<file path="config.mk">
export PLATFORM = sky130hd
export DESIGN_NAME = frame_step_timing_policy_top
export DESIGN_NICKNAME = d
export VERILOG_FILES = /design/src/rtl/fstp_pkg.sv /design/src/rtl/frame_step_timing_policy_top.sv
export SDC_FILE = /design/constraint.sdc
export NUM_CORES = 2
export LEC_CHECK = 0
export BUFFER_PORTS_ARGS = -buffer_cell sky130_fd_sc_hd__buf_2
export CORE_ASPECT_RATIO = 1.5
export CORE_MARGIN = 2
export CORE_UTILIZATION = 65
export CTS_CLUSTER_SIZE = 10
export DETAILED_ROUTE_END_ITERATION = 8
export HOLD_SLACK_MARGIN = 0.12
export MAX_ROUTING_LAYER = met4
export PLACE_DENSITY_LB_ADDON = 0.1
export SYNTH_ARGS = -nofsm -noshare
export SYNTH_HDL_FRONTEND = slang
export SYNTH_SLANG_ARGS = --single-unit
</file>
<file path="constraint.sdc">
create_clock -name clock -period 20.6 [get_ports clock]
set_input_delay 2.06 -clock clock [delete_from_list [all_inputs] [get_ports clock]]
set_output_delay 2.06 -clock clock [all_outputs]
set_load 0.005 [all_outputs]
</file>
<file path="src/rtl/fstp_pkg.sv">
// Package with constants, register indexes and helpers of the frame step timing policy.
`timescale 1ns / 1ps
package fstp_pkg;

   localparam int MAX_HISTORY_DEF = 32;

   localparam int FRAME_W = 20;
   localparam int COUNT_W = 20;
   localparam int STEP_W = 32;
   localparam int CSR_ADDR_W = 3;
   localparam int CSR_DATA_W = 20;

   localparam logic [CSR_ADDR_W-1:0] REG_MODE = 3'd0;
   localparam logic [CSR_ADDR_W-1:0] REG_TARGET_STEP = 3'd1;
   localparam logic [CSR_ADDR_W-1:0] REG_HISTORY_LEN = 3'd2;
   localparam logic [CSR_ADDR_W-1:0] REG_TRIM_COUNT = 3'd3;
   localparam logic [CSR_ADDR_W-1:0] REG_BLEND_RATE = 3'd4;
   localparam logic [CSR_ADDR_W-1:0] REG_PAYBACK_RATE = 3'd5;

   localparam logic [1:0] MODE_VARIABLE = 2'd0;
   localparam logic [1:0] MODE_FIXED = 2'd1;
   localparam logic [1:0] MODE_SMOOTHED = 2'd2;
   localparam logic [1:0] MODE_PAYBACK = 2'd3;

   localparam logic [19:0] TARGET_STEP_RST = 20'd16667;
   localparam logic [5:0] HISTORY_LEN_RST = 6'd1;
   localparam logic [16:0] BLEND_RATE_ONE = 17'd65536;
   localparam logic [15:0] PAYBACK_RATE_RST = 16'd4096;
   localparam logic [COUNT_W-1:0] COUNT_MAX = 20'hFFFFF;

   function automatic logic signed [31:0] sat32(input logic signed [39:0] v);
      logic signed [31:0] r;
      if (v > 40'sd2147483647) begin
         r = 32'sh7FFFFFFF;
      end else if (v < -40'sd2147483648) begin
         r = 32'sh80000000;
      end else begin
         r = v[31:0];
      end
      return r;
   endfunction

endpackage

</file>
<file path="src/rtl/frame_step_timing_policy_top.sv">
// Top level of the frame step timing policy: sequencer, shared divider and multiplier.
// Variable mode passes each item straight through; fixed mode runs it through the
// shared restoring divider, one quotient bit per cycle; in the smoothed modes the rank
// of each held sample is counted against a rotating history ring, one comparison per
// cycle, before the divider forms the trimmed mean and the shared multiplier blends it.
// The block takes one item at a time; a finished result waits in the output register
// while the next item is accepted.
`timescale 1ns / 1ps
module frame_step_timing_policy_top #(
   parameter int MAX_HISTORY = fstp_pkg::MAX_HISTORY_DEF
) (
   input  logic clock,
   input  logic reset,
   input  logic req_valid,
   output logic req_ready,
   input  logic [fstp_pkg::FRAME_W-1:0] req_frame_us,
   output logic rsp_valid,
   input  logic rsp_ready,
   output logic [fstp_pkg::COUNT_W-1:0] rsp_step_count,
   output logic signed [fstp_pkg::STEP_W-1:0] rsp_step_us,
   input  logic csr_we,
   input  logic [fstp_pkg::CSR_ADDR_W-1:0] csr_addr,
   input  logic [fstp_pkg::CSR_DATA_W-1:0] csr_wdata
);
   import fstp_pkg::*;

   localparam int FW = $clog2(MAX_HISTORY + 1);
   localparam int IW = (MAX_HISTORY > 1) ? $clog2(MAX_HISTORY) : 1;
   localparam int SW = FRAME_W + FW;
   localparam int DW = (SW + 1 > 22) ? SW + 1 : 22;
   localparam int CW = $clog2(DW + 1);

   localparam logic [2:0] S_IDLE = 3'd0;
   localparam logic [2:0] S_CHK = 3'd1;
   localparam logic [2:0] S_LOAD = 3'd2;
   localparam logic [2:0] S_SCAN = 3'd3;
   localparam logic [2:0] S_ACC = 3'd4;
   localparam logic [2:0] S_DIV = 3'd5;
   localparam logic [2:0] S_MUL = 3'd6;
   localparam logic [2:0] S_OUT = 3'd7;

   logic [1:0] mode_ff;
   logic [19:0] target_ff;
   logic [5:0] hlen_ff;
   logic [3:0] trim_ff;
   logic [16:0] blend_ff;
   logic [15:0] pay_ff;

   logic [2:0] state_ff, state_in;
   logic [1:0] phase_ff, phase_in;
   logic [FRAME_W-1:0] frame_ff, frame_in;
   logic [FRAME_W-1:0] hist_ff [MAX_HISTORY];
   logic [FW-1:0] fill_ff, fill_in;
   logic [20:0] rem_ff, rem_in;
   logic signed [31:0] debt_ff, debt_in;
   logic [FRAME_W-1:0] cand_ff, cand_in;
   logic [FW-1:0] i_ff, i_in, j_ff, j_in, rank_ff, rank_in;
   logic [SW-1:0] sum_ff, sum_in;
   logic [DW-1:0] dq_ff, dq_in, dr_ff, dr_in, dd_ff, dd_in;
   logic [CW-1:0] dcnt_ff, dcnt_in;
   logic signed [50:0] mp_ff, mp_in;
   logic [20:0] s_ff, s_in;
   logic [COUNT_W-1:0] res_count_ff, res_count_in;
   logic signed [31:0] res_step_ff, res_step_in;
   logic rsp_valid_ff, rsp_valid_in;
   logic [COUNT_W-1:0] rsp_count_ff, rsp_count_in;
   logic signed [31:0] rsp_step_ff, rsp_step_in;

   logic accept;
   logic [FW-1:0] len;
   logic [19:0] tstep;
   logic [16:0] rate;
   logic [6:0] need;
   logic [FW-1:0] keep;
   logic [DW:0] rt;
   logic [DW:0] rt_sub;
   logic signed [32:0] mul_a;
   logic signed [17:0] mul_b;
   logic signed [40:0] mix;
   logic signed [50:0] pp;
   logic signed [39:0] with_debt;
   logic signed [39:0] new_debt;
   logic signed [31:0] step3;

   assign req_ready = (state_ff == S_IDLE);
   assign accept = req_valid && req_ready;
   assign rsp_valid = rsp_valid_ff;
   assign rsp_step_count = rsp_count_ff;
   assign rsp_step_us = rsp_step_ff;

   always_comb begin
      if (hlen_ff == 6'd0) begin
         len = FW'(1);
      end else if (32'(hlen_ff) > MAX_HISTORY) begin
         len = FW'(MAX_HISTORY);
      end else begin
         len = FW'(hlen_ff);
      end
      tstep = (target_ff == 20'd0) ? 20'd1 : target_ff;
      rate = (blend_ff > BLEND_RATE_ONE) ? BLEND_RATE_ONE : blend_ff;
      need = {2'b00, trim_ff, 1'b1};
      keep = fill_ff - FW'({trim_ff, 1'b0});
      rt = {dr_ff, dq_ff[DW-1]};
      rt_sub = rt - {1'b0, dd_ff};
      if (phase_ff == 2'd1) begin
         mul_a = 33'(signed'(debt_ff));
         mul_b = signed'({2'b00, pay_ff});
      end else begin
         mul_a = 33'(signed'({1'b0, dq_ff[FRAME_W-1:0]}) - signed'({1'b0, frame_ff}));
         mul_b = signed'({1'b0, rate});
      end
      mix = signed'({5'd0, frame_ff, 16'd0}) + mp_ff[40:0] + 41'sd32768;
      pp = (mp_ff + 51'sd2048) >>> 12;
      with_debt = signed'({19'd0, s_ff}) + pp[39:0];
      step3 = sat32(with_debt);
      new_debt = 40'(debt_ff) + signed'({20'd0, frame_ff}) - 40'(step3);
   end

   always_comb begin
      state_in = state_ff;
      phase_in = phase_ff;
      frame_in = frame_ff;
      fill_in = fill_ff;
      rem_in = rem_ff;
      debt_in = debt_ff;
      cand_in = cand_ff;
      i_in = i_ff;
      j_in = j_ff;
      rank_in = rank_ff;
      sum_in = sum_ff;
      dq_in = dq_ff;
      dr_in = dr_ff;
      dd_in = dd_ff;
      dcnt_in = dcnt_ff;
      mp_in = mp_ff;
      s_in = s_ff;
      res_count_in = res_count_ff;
      res_step_in = res_step_ff;
      rsp_valid_in = rsp_valid_ff && !rsp_ready;
      rsp_count_in = rsp_count_ff;
      rsp_step_in = rsp_step_ff;
      case (state_ff)
         S_IDLE: begin
            if (accept) begin
               frame_in = req_frame_us;
               res_count_in = COUNT_W'(1);
               case (mode_ff)
                  MODE_VARIABLE: begin
                     res_step_in = 32'(req_frame_us);
                     state_in = S_OUT;
                  end
                  MODE_FIXED: begin
                     dq_in = DW'(rem_ff) + DW'(req_frame_us);
                     dr_in = '0;
                     dd_in = DW'(tstep);
                     dcnt_in = '0;
                     state_in = S_DIV;
                  end
                  default: begin
                     fill_in = (fill_ff < len) ? fill_ff + FW'(1) : len;
                     state_in = S_CHK;
                  end
               endcase
            end
         end
         S_CHK: begin
            if (7'(fill_ff) < need) begin
               s_in = {1'b0, frame_ff};
               phase_in = 2'd1;
               state_in = (mode_ff == MODE_PAYBACK) ? S_MUL : S_OUT;
               res_step_in = 32'(frame_ff);
            end else begin
               i_in = '0;
               sum_in = '0;
               state_in = S_LOAD;
            end
         end
         S_LOAD: begin
            cand_in = hist_ff[i_ff[IW-1:0]];
            rank_in = '0;
            j_in = '0;
            state_in = S_SCAN;
         end
         S_SCAN: begin
            if ((j_ff < fill_ff) && ((hist_ff[0] < cand_ff)
                  || ((hist_ff[0] == cand_ff) && (j_ff < i_ff)))) begin
               rank_in = rank_ff + FW'(1);
            end
            j_in = j_ff + FW'(1);
            if (j_ff == FW'(MAX_HISTORY - 1)) begin
               state_in = S_ACC;
            end
         end
         S_ACC: begin
            if ((rank_ff >= FW'(trim_ff)) && (rank_ff < fill_ff - FW'(trim_ff))) begin
               sum_in = sum_ff + SW'(cand_ff);
            end
            i_in = i_ff + FW'(1);
            if (i_ff + FW'(1) == fill_ff) begin
               state_in = S_DIV;
               dq_in = DW'(sum_in) + DW'(keep >> 1);
               dr_in = '0;
               dd_in = DW'(keep);
               dcnt_in = '0;
            end else begin
               state_in = S_LOAD;
            end
         end
         S_DIV: begin
            if (rt >= {1'b0, dd_ff}) begin
               dr_in = rt_sub[DW-1:0];
               dq_in = {dq_ff[DW-2:0], 1'b1};
            end else begin
               dr_in = rt[DW-1:0];
               dq_in = {dq_ff[DW-2:0], 1'b0};
            end
            dcnt_in = dcnt_ff + CW'(1);
            if (dcnt_ff == CW'(DW - 1)) begin
               if (mode_ff == MODE_FIXED) begin
                  state_in = S_OUT;
                  res_step_in = 32'(tstep);
                  res_count_in = (|dq_in[DW-1:COUNT_W]) ? COUNT_MAX : dq_in[COUNT_W-1:0];
                  rem_in = dr_in[20:0];
               end else begin
                  state_in = S_MUL;
                  phase_in = 2'd0;
               end
            end
         end
         S_MUL: begin
            case (phase_ff)
               2'd0: begin
                  mp_in = 51'(mul_a) * 51'(mul_b);
                  phase_in = 2'd2;
               end
               2'd2: begin
                  s_in = mix[36:16];
                  res_step_in = 32'(mix[36:16]);
                  phase_in = 2'd1;
                  if (mode_ff != MODE_PAYBACK) begin
                     state_in = S_OUT;
                  end
               end
               2'd1: begin
                  mp_in = 51'(mul_a) * 51'(mul_b);
                  phase_in = 2'd3;
               end
               default: begin
                  res_step_in = step3;
                  debt_in = sat32(new_debt);
                  state_in = S_OUT;
               end
            endcase
         end
         S_OUT: begin
            if (!rsp_valid_ff || rsp_ready) begin
               rsp_valid_in = 1'b1;
               rsp_count_in = res_count_ff;
               rsp_step_in = res_step_ff;
               state_in = S_IDLE;
            end
         end
         default: begin
            state_in = S_IDLE;
         end
      endcase
   end

   always_ff @(posedge clock) begin
      if (reset) begin
         mode_ff <= MODE_VARIABLE;
         target_ff <= TARGET_STEP_RST;
         hlen_ff <= HISTORY_LEN_RST;
         trim_ff <= '0;
         blend_ff <= BLEND_RATE_ONE;
         pay_ff <= PAYBACK_RATE_RST;
      end else if (csr_we) begin
         case (csr_addr)
            REG_MODE: mode_ff <= csr_wdata[1:0];
            REG_TARGET_STEP: target_ff <= csr_wdata[19:0];
            REG_HISTORY_LEN: hlen_ff <= csr_wdata[5:0];
            REG_TRIM_COUNT: trim_ff <= csr_wdata[3:0];
            REG_BLEND_RATE: blend_ff <= {1'b0, csr_wdata[15:0]} | ((csr_wdata[16]) ?
                                        BLEND_RATE_ONE : 17'd0);
            REG_PAYBACK_RATE: pay_ff <= csr_wdata[15:0];
            default: begin
            end
         endcase
      end
   end

   always_ff @(posedge clock) begin
      if (reset) begin
         state_ff <= S_IDLE;
         phase_ff <= 2'd0;
         fill_ff <= '0;
         rem_ff <= '0;
         debt_ff <= '0;
         rsp_valid_ff <= 1'b0;
      end else begin
         state_ff <= state_in;
         phase_ff <= phase_in;
         fill_ff <= fill_in;
         rem_ff <= rem_in;
         debt_ff <= debt_in;
         rsp_valid_ff <= rsp_valid_in;
      end
   end

   always_ff @(posedge clock) begin
      frame_ff <= frame_in;
      cand_ff <= cand_in;
      i_ff <= i_in;
      j_ff <= j_in;
      rank_ff <= rank_in;
      sum_ff <= sum_in;
      dq_ff <= dq_in;
      dr_ff <= dr_in;
      dd_ff <= dd_in;
      dcnt_ff <= dcnt_in;
      mp_ff <= mp_in;
      s_ff <= s_in;
      res_count_ff <= res_count_in;
      res_step_ff <= res_step_in;
      rsp_count_ff <= rsp_count_in;
      rsp_step_ff <= rsp_step_in;
   end

   for (genvar k = 0; k < MAX_HISTORY; k++) begin : g_hist
      always_ff @(posedge clock) begin
         if (state_ff == S_SCAN) begin
            hist_ff[k] <= hist_ff[(k + 1) % MAX_HISTORY];
         end else if (accept && (mode_ff[1] == 1'b1)) begin
            if (k == 0) begin
               hist_ff[k] <= req_frame_us;
            end else if (FW'(k) < len) begin
               hist_ff[k] <= hist_ff[(k + MAX_HISTORY - 1) % MAX_HISTORY];
            end
         end
      end
   end

   a_out_loads: assert property (@(posedge clock) disable iff (reset)
      (state_ff == S_OUT && !rsp_valid_ff) |=> (rsp_valid_ff && state_ff == S_IDLE))
      else $error("Finished item was not moved to the output register.");
   a_fill_bound: assert property (@(posedge clock) disable iff (reset)
      (32'(fill_ff) <= MAX_HISTORY))
      else $error("Fill count exceeds the history depth.");
   a_variable_one: assert property (@(posedge clock) disable iff (reset)
      (accept && mode_ff == MODE_VARIABLE) |=> (state_ff == S_OUT && res_count_ff == COUNT_W'(1)))
      else $error("Variable mode item did not yield one step.");
   a_busy: assert property (@(posedge clock) disable iff (reset)
      (state_ff == S_DIV) |-> !req_ready)
      else $error("Item accepted while the divider is busy.");

endmodule
</file>
==> flow_results.org <==
** Run status
- Run status :: finished clean

** Synthesis
- Synth area leader :: sky130_fd_sc_hd__edfxtp_1
- Cell area after technology mapping :: 0.0809 mm^2
- Top cell types by occurrence after synthesis :: 1084 x sky130_fd_sc_hd__nand2_1, 968 x sky130_fd_sc_hd__edfxtp_1, 771 x sky130_fd_sc_hd__inv_1
- Post-Syn Area per Cell :: 10.8 um^2
- Nets in the synthesized netlist :: 8464
- Largest cells by area after synthesis :: sky130_fd_sc_hd__edfxtp_1 36%, sky130_fd_sc_hd__fa_1 14%, sky130_fd_sc_hd__mux2_2 7.6%
- Synthesis inferred 1098 register bits.
- The number of different library cells used by synthesis comes to 93.
- Proportion of netlist area held by the largest area contributor :: 0.359
- By instance count, the leading cell after synthesis is sky130_fd_sc_hd__nand2_1.
- The share of the Yosys chip area taken by registers is 0.391.
- The Yosys step of the flow raised 0 warnings.
- In the synthesized netlist the dominant register cell turns out to be sky130_fd_sc_hd__edfxtp_1.
- Counting flops with an async set or reset pin after synthesis yields a share of 0.
- Number of enable-type register cells in the synthesized netlist :: around 970
- Number of instances in the synthesized netlist :: 7506

** Setup path
- Data arrival at the endpoint of the critical path :: about 11 ns
- Critical Path Fanout Max :: 13
- Startpoint types :: flip-flop
- Delay of the slowest cell on the worst path :: 1.13 ns
- Standard cell with the maximum stage delay on the critical path :: sky130_fd_sc_hd__o31ai_1
- Required time reported for the critical path endpoint :: 21.13 ns
- Endpoint type of the worst setup path :: flip-flop
- The critical path is of the reg -> reg type.

** CTS
- TritonCTS clock tree :: done
- CTS saw between 1000 and 1500 sinks.
- Clock Tree Buf Depth :: 3
- For the worst-skew pair, the clock arrives at the later sink with an insertion delay of 0.80 ns.
- Clock slew at the register clock pins of the worst setup and hold paths :: 0.07 ns
- After clock tree synthesis, the setup repair step added 0 buffers.
- Level count of the clock H-tree :: 3
- Once the clock tree was built, the resizer swapped 0 gates to a different size.
- Num CTS Buffers :: around 120
- The number of hold buffers added after CTS was 0.
- In this run the clock root is driven by a sky130_fd_sc_hd__clkbuf_16.

** Final layout
- In the final layout, the share of cells above drive strength 1 is 0.145.
- Synthesis-to-finish area growth :: 7.47%
- Fin cells :: 9191
- At the end of the flow, the number of nets in the layout was 8478.

** STA
- Setup_tns :: 0 ns
- The number of max-slew violations in the final report came to 0.
- Setup repair after global routing left no endpoint under its margin.
- Endpoints failing setup :: 0
- On the final layout, the worst clock skew is ~0.063 ns.
- At the pin with the least slew margin, the transition time is 1.39 ns.
- Total count of hold-check failures in the final report :: 0
- Period utilisation layout :: 0.528
- Based on the critical path, the design can be clocked at up to 0.0920 GHz.
- Subtracting the final worst setup slack from the clock period gives 10.87 ns.
- Worst relative slew slack :: 0.0665

** Global route
- Global-route wire length before repair :: 404000 um
- Maximum number of pins on one net before global-route repair :: 102
- The number of antenna violations at the first check in global routing came to 12.
- GRT Util Overall :: 0.447
- GR Overflow Total :: 0
- The number of global-route vias before repair came to 62755.

** Die
- Height of the die :: 436 um
- I/O pin cnt :: approximately 100
- Starting utilization of the core area :: 0.655
- After floorplanning, the core was divided into ~160 placement rows.
- Measured along the x axis, the die boundary spans between 200 and 300 um.
- Die area :: 0.127 mm^2
- Area of the core :: 0.124 mm^2

** Power
- VDD sags by at most about 0.096 mV.
- Standby leakage power :: around 35 nW
- Switching power summed over all nets :: 0.00608 W
- The share of total power dissipated in sequential elements is 0.283.
- The internal portion of the total power is 0.00674 W.
- The share of total power dissipated in combinational logic is 0.562.
- Share of power burned in the clock network :: 0.156
- Pwr dens :: 147 mW/mm^2
- Switching fraction of total power :: 0.474

** Detailed routing
- Detailed routing placed a total of between 20000 and 25000 um of wire on met3.
- Via Count :: 61290
- In the routed design, unresolved DRC markers number 0.
- Violation count after the first detailed-routing iteration :: 5509
- Wire segments on met2 add up to 133000 um in the final route.
- Detailed-route wire length on metal 1 :: ~85000 um
- Detailed-router iteration count before antenna repair :: 6
- Sum of routed wire length over all layers :: 274000 um
- The highest metal layer carrying signal wires in the routed design is met4.
- Remaining antenna violation count :: 0
- WL per Instance :: 29.9 um
- Dividing the detail-routed via count by the number of cells gives 6.67.

** Place
- Count of input and output buffers :: between 100 and 150
- Number of cells in the design after placement :: ~9000
- The HPWL after detailed placement is between 200000 and 250000 um.
- Routability-driven placement congestion ratio :: 1.07

** Job
- Max-capacitance violation count :: 0

** Hold path
- Tightest Hold Check Type :: reg -> reg
==> power groups by stage <==
stage | Sequential, W | Clock (W) | Combinational [W]
floorplan | 0.00343 | 0 | 0.00473
global placement | 0.00362 | 0 | 0.00692
detailed placement | 0.00364 | 0 | 0.00704
CTS | 0.00360 | 0.00199 | 0.00708
global route | 0.00364 | 0.00208 | 0.00778
finish | 0.00362 | 0.00199 | 0.00720
==> placed cells by master, fill, tap and decap left out, types with 60 or more instances in the layout <==
cell,synthesis,layout
sky130_fd_sc_hd__mux2i_1,201,201
sky130_fd_sc_hd__xor2_1,101,101
sky130_fd_sc_hd__edfxtp_1,968,968
sky130_fd_sc_hd__nand2_1,1084,1080
sky130_fd_sc_hd__o221ai_1,93,93
sky130_fd_sc_hd__nor2_1,460,453
sky130_fd_sc_hd__buf_2,5,100
sky130_fd_sc_hd__buf_4,2,146
sky130_fd_sc_hd__clkbuf_16,0,122
sky130_fd_sc_hd__and2_1,72,72
sky130_fd_sc_hd__mux2_2,545,545
sky130_fd_sc_hd__fa_1,552,552
sky130_fd_sc_hd__o21ai_0,203,191
sky130_fd_sc_hd__nand3_1,79,79
sky130_fd_sc_hd__xnor2_1,168,168
sky130_fd_sc_hd__mux4_2,80,80
sky130_fd_sc_hd__a21oi_1,313,308
sky130_fd_sc_hd__nor3_1,68,67
sky130_fd_sc_hd__ha_1,358,357
sky130_fd_sc_hd__a21o_1,101,101
sky130_fd_sc_hd__dfxtp_1,130,130
sky130_fd_sc_hd__inv_1,771,771
sky130_fd_sc_hd__a211oi_1,61,60
==> worst paths after layout <==
| path | startpoint | end | slack, ns | cells after the start |
|---|---|---|---|---|
| max | frame_ff[0] | mp_ff[43] | 9.73 | 34 |
| min | res_step_ff[17] | rsp_step_us[17] | 0.41 | 0 |
| max reg2reg | frame_ff[0] | mp_ff[43] | 9.73 | 34 |
| min reg2reg | res_step_ff[17] | rsp_step_us[17] | 0.41 | 0 |
==> routing by layer <==
layer	vias up	track usage
met2	3312	0.728
met3	1289	0.0730
met5	-	-
li1	26325	-
met1	30364	0.450
met4	0	0.444
==> stage by stage <==
stage / utilization / instance area (um^2) / power (W) / setup WS [ns] / hold WS (ns)
CTS: 0.703 / 86900 / 0.0127 / 9.41 / 0.407
finish: 0.704 / 86900 / 0.0128 / 9.73 / 0.405
detailed placement: 0.676 / 83500 / 0.0107 / 9.48 / 0.405
global route: 0.704 / 86900 / 0.0135 / 9.23 / 0.422
global placement: 0.676 / 83500 / 0.0105 / 9.64 / 0.402
floorplan: - / 80900 / 0.00816 / 11.65 / 0.400
==> worst max-delay path: cells and delay by family (launching register included) <==
family | cells | cell delay, ns
AOI/OAI and AO/OA | 17 | 5.01
adders and majority gates | 9 | 3.88
and+or+nand+nor | 2 | 0.74
DFF | 1 | 0.52
buffers and inverters | 5 | 0.35
xor gates and xnor gates | 1 | 0.11
==> layout make-up <==
| cell class | count | area, um^2 |
|---|---|---|
| sequential | 1098 | 31700 |
| antenna | 12 | 30.0 |
| multi-input combinational | 5279 | 45300 |
| fill | 9263 | 36600 |
| clock inverter | 9 | 159 |
| inverter | 773 | 2900 |
| clock buffer | 173 | 3280 |
| timing repair buffer | 247 | 1620 |
| tap | 1600 | 2000 |
==> flip-flops by register name (all words and copies together), names as in the netlist, 17 cells and up <==
register,count
blend_ff,17
cand_ff,20
dd_ff,20
debt_ff,32
dq_ff,27
dr_ff,27
frame_ff,20
hist_ff,640
mp_ff,40
rem_ff,21
res_count_ff,20
res_step_ff,32
rsp_step_count,20
rsp_step_us,32
s_ff,21
sum_ff,26
target_ff,20
==> cell families after synthesis <==
kind of cell / after synthesis / share of synthesized area
and+or+nand+nor: 2070 / 0.113
buffers and inverters: 1129 / 0.0528
DFF: 1098 / 0.391
AOI/OAI and AO/OA: 1203 / 0.0988
muxes: 826 / 0.123
adders and majority gates: 910 / 0.192
xor gates and xnor gates: 270 / 0.0293
No activity file was read; power rests on OpenSTA's default activity.
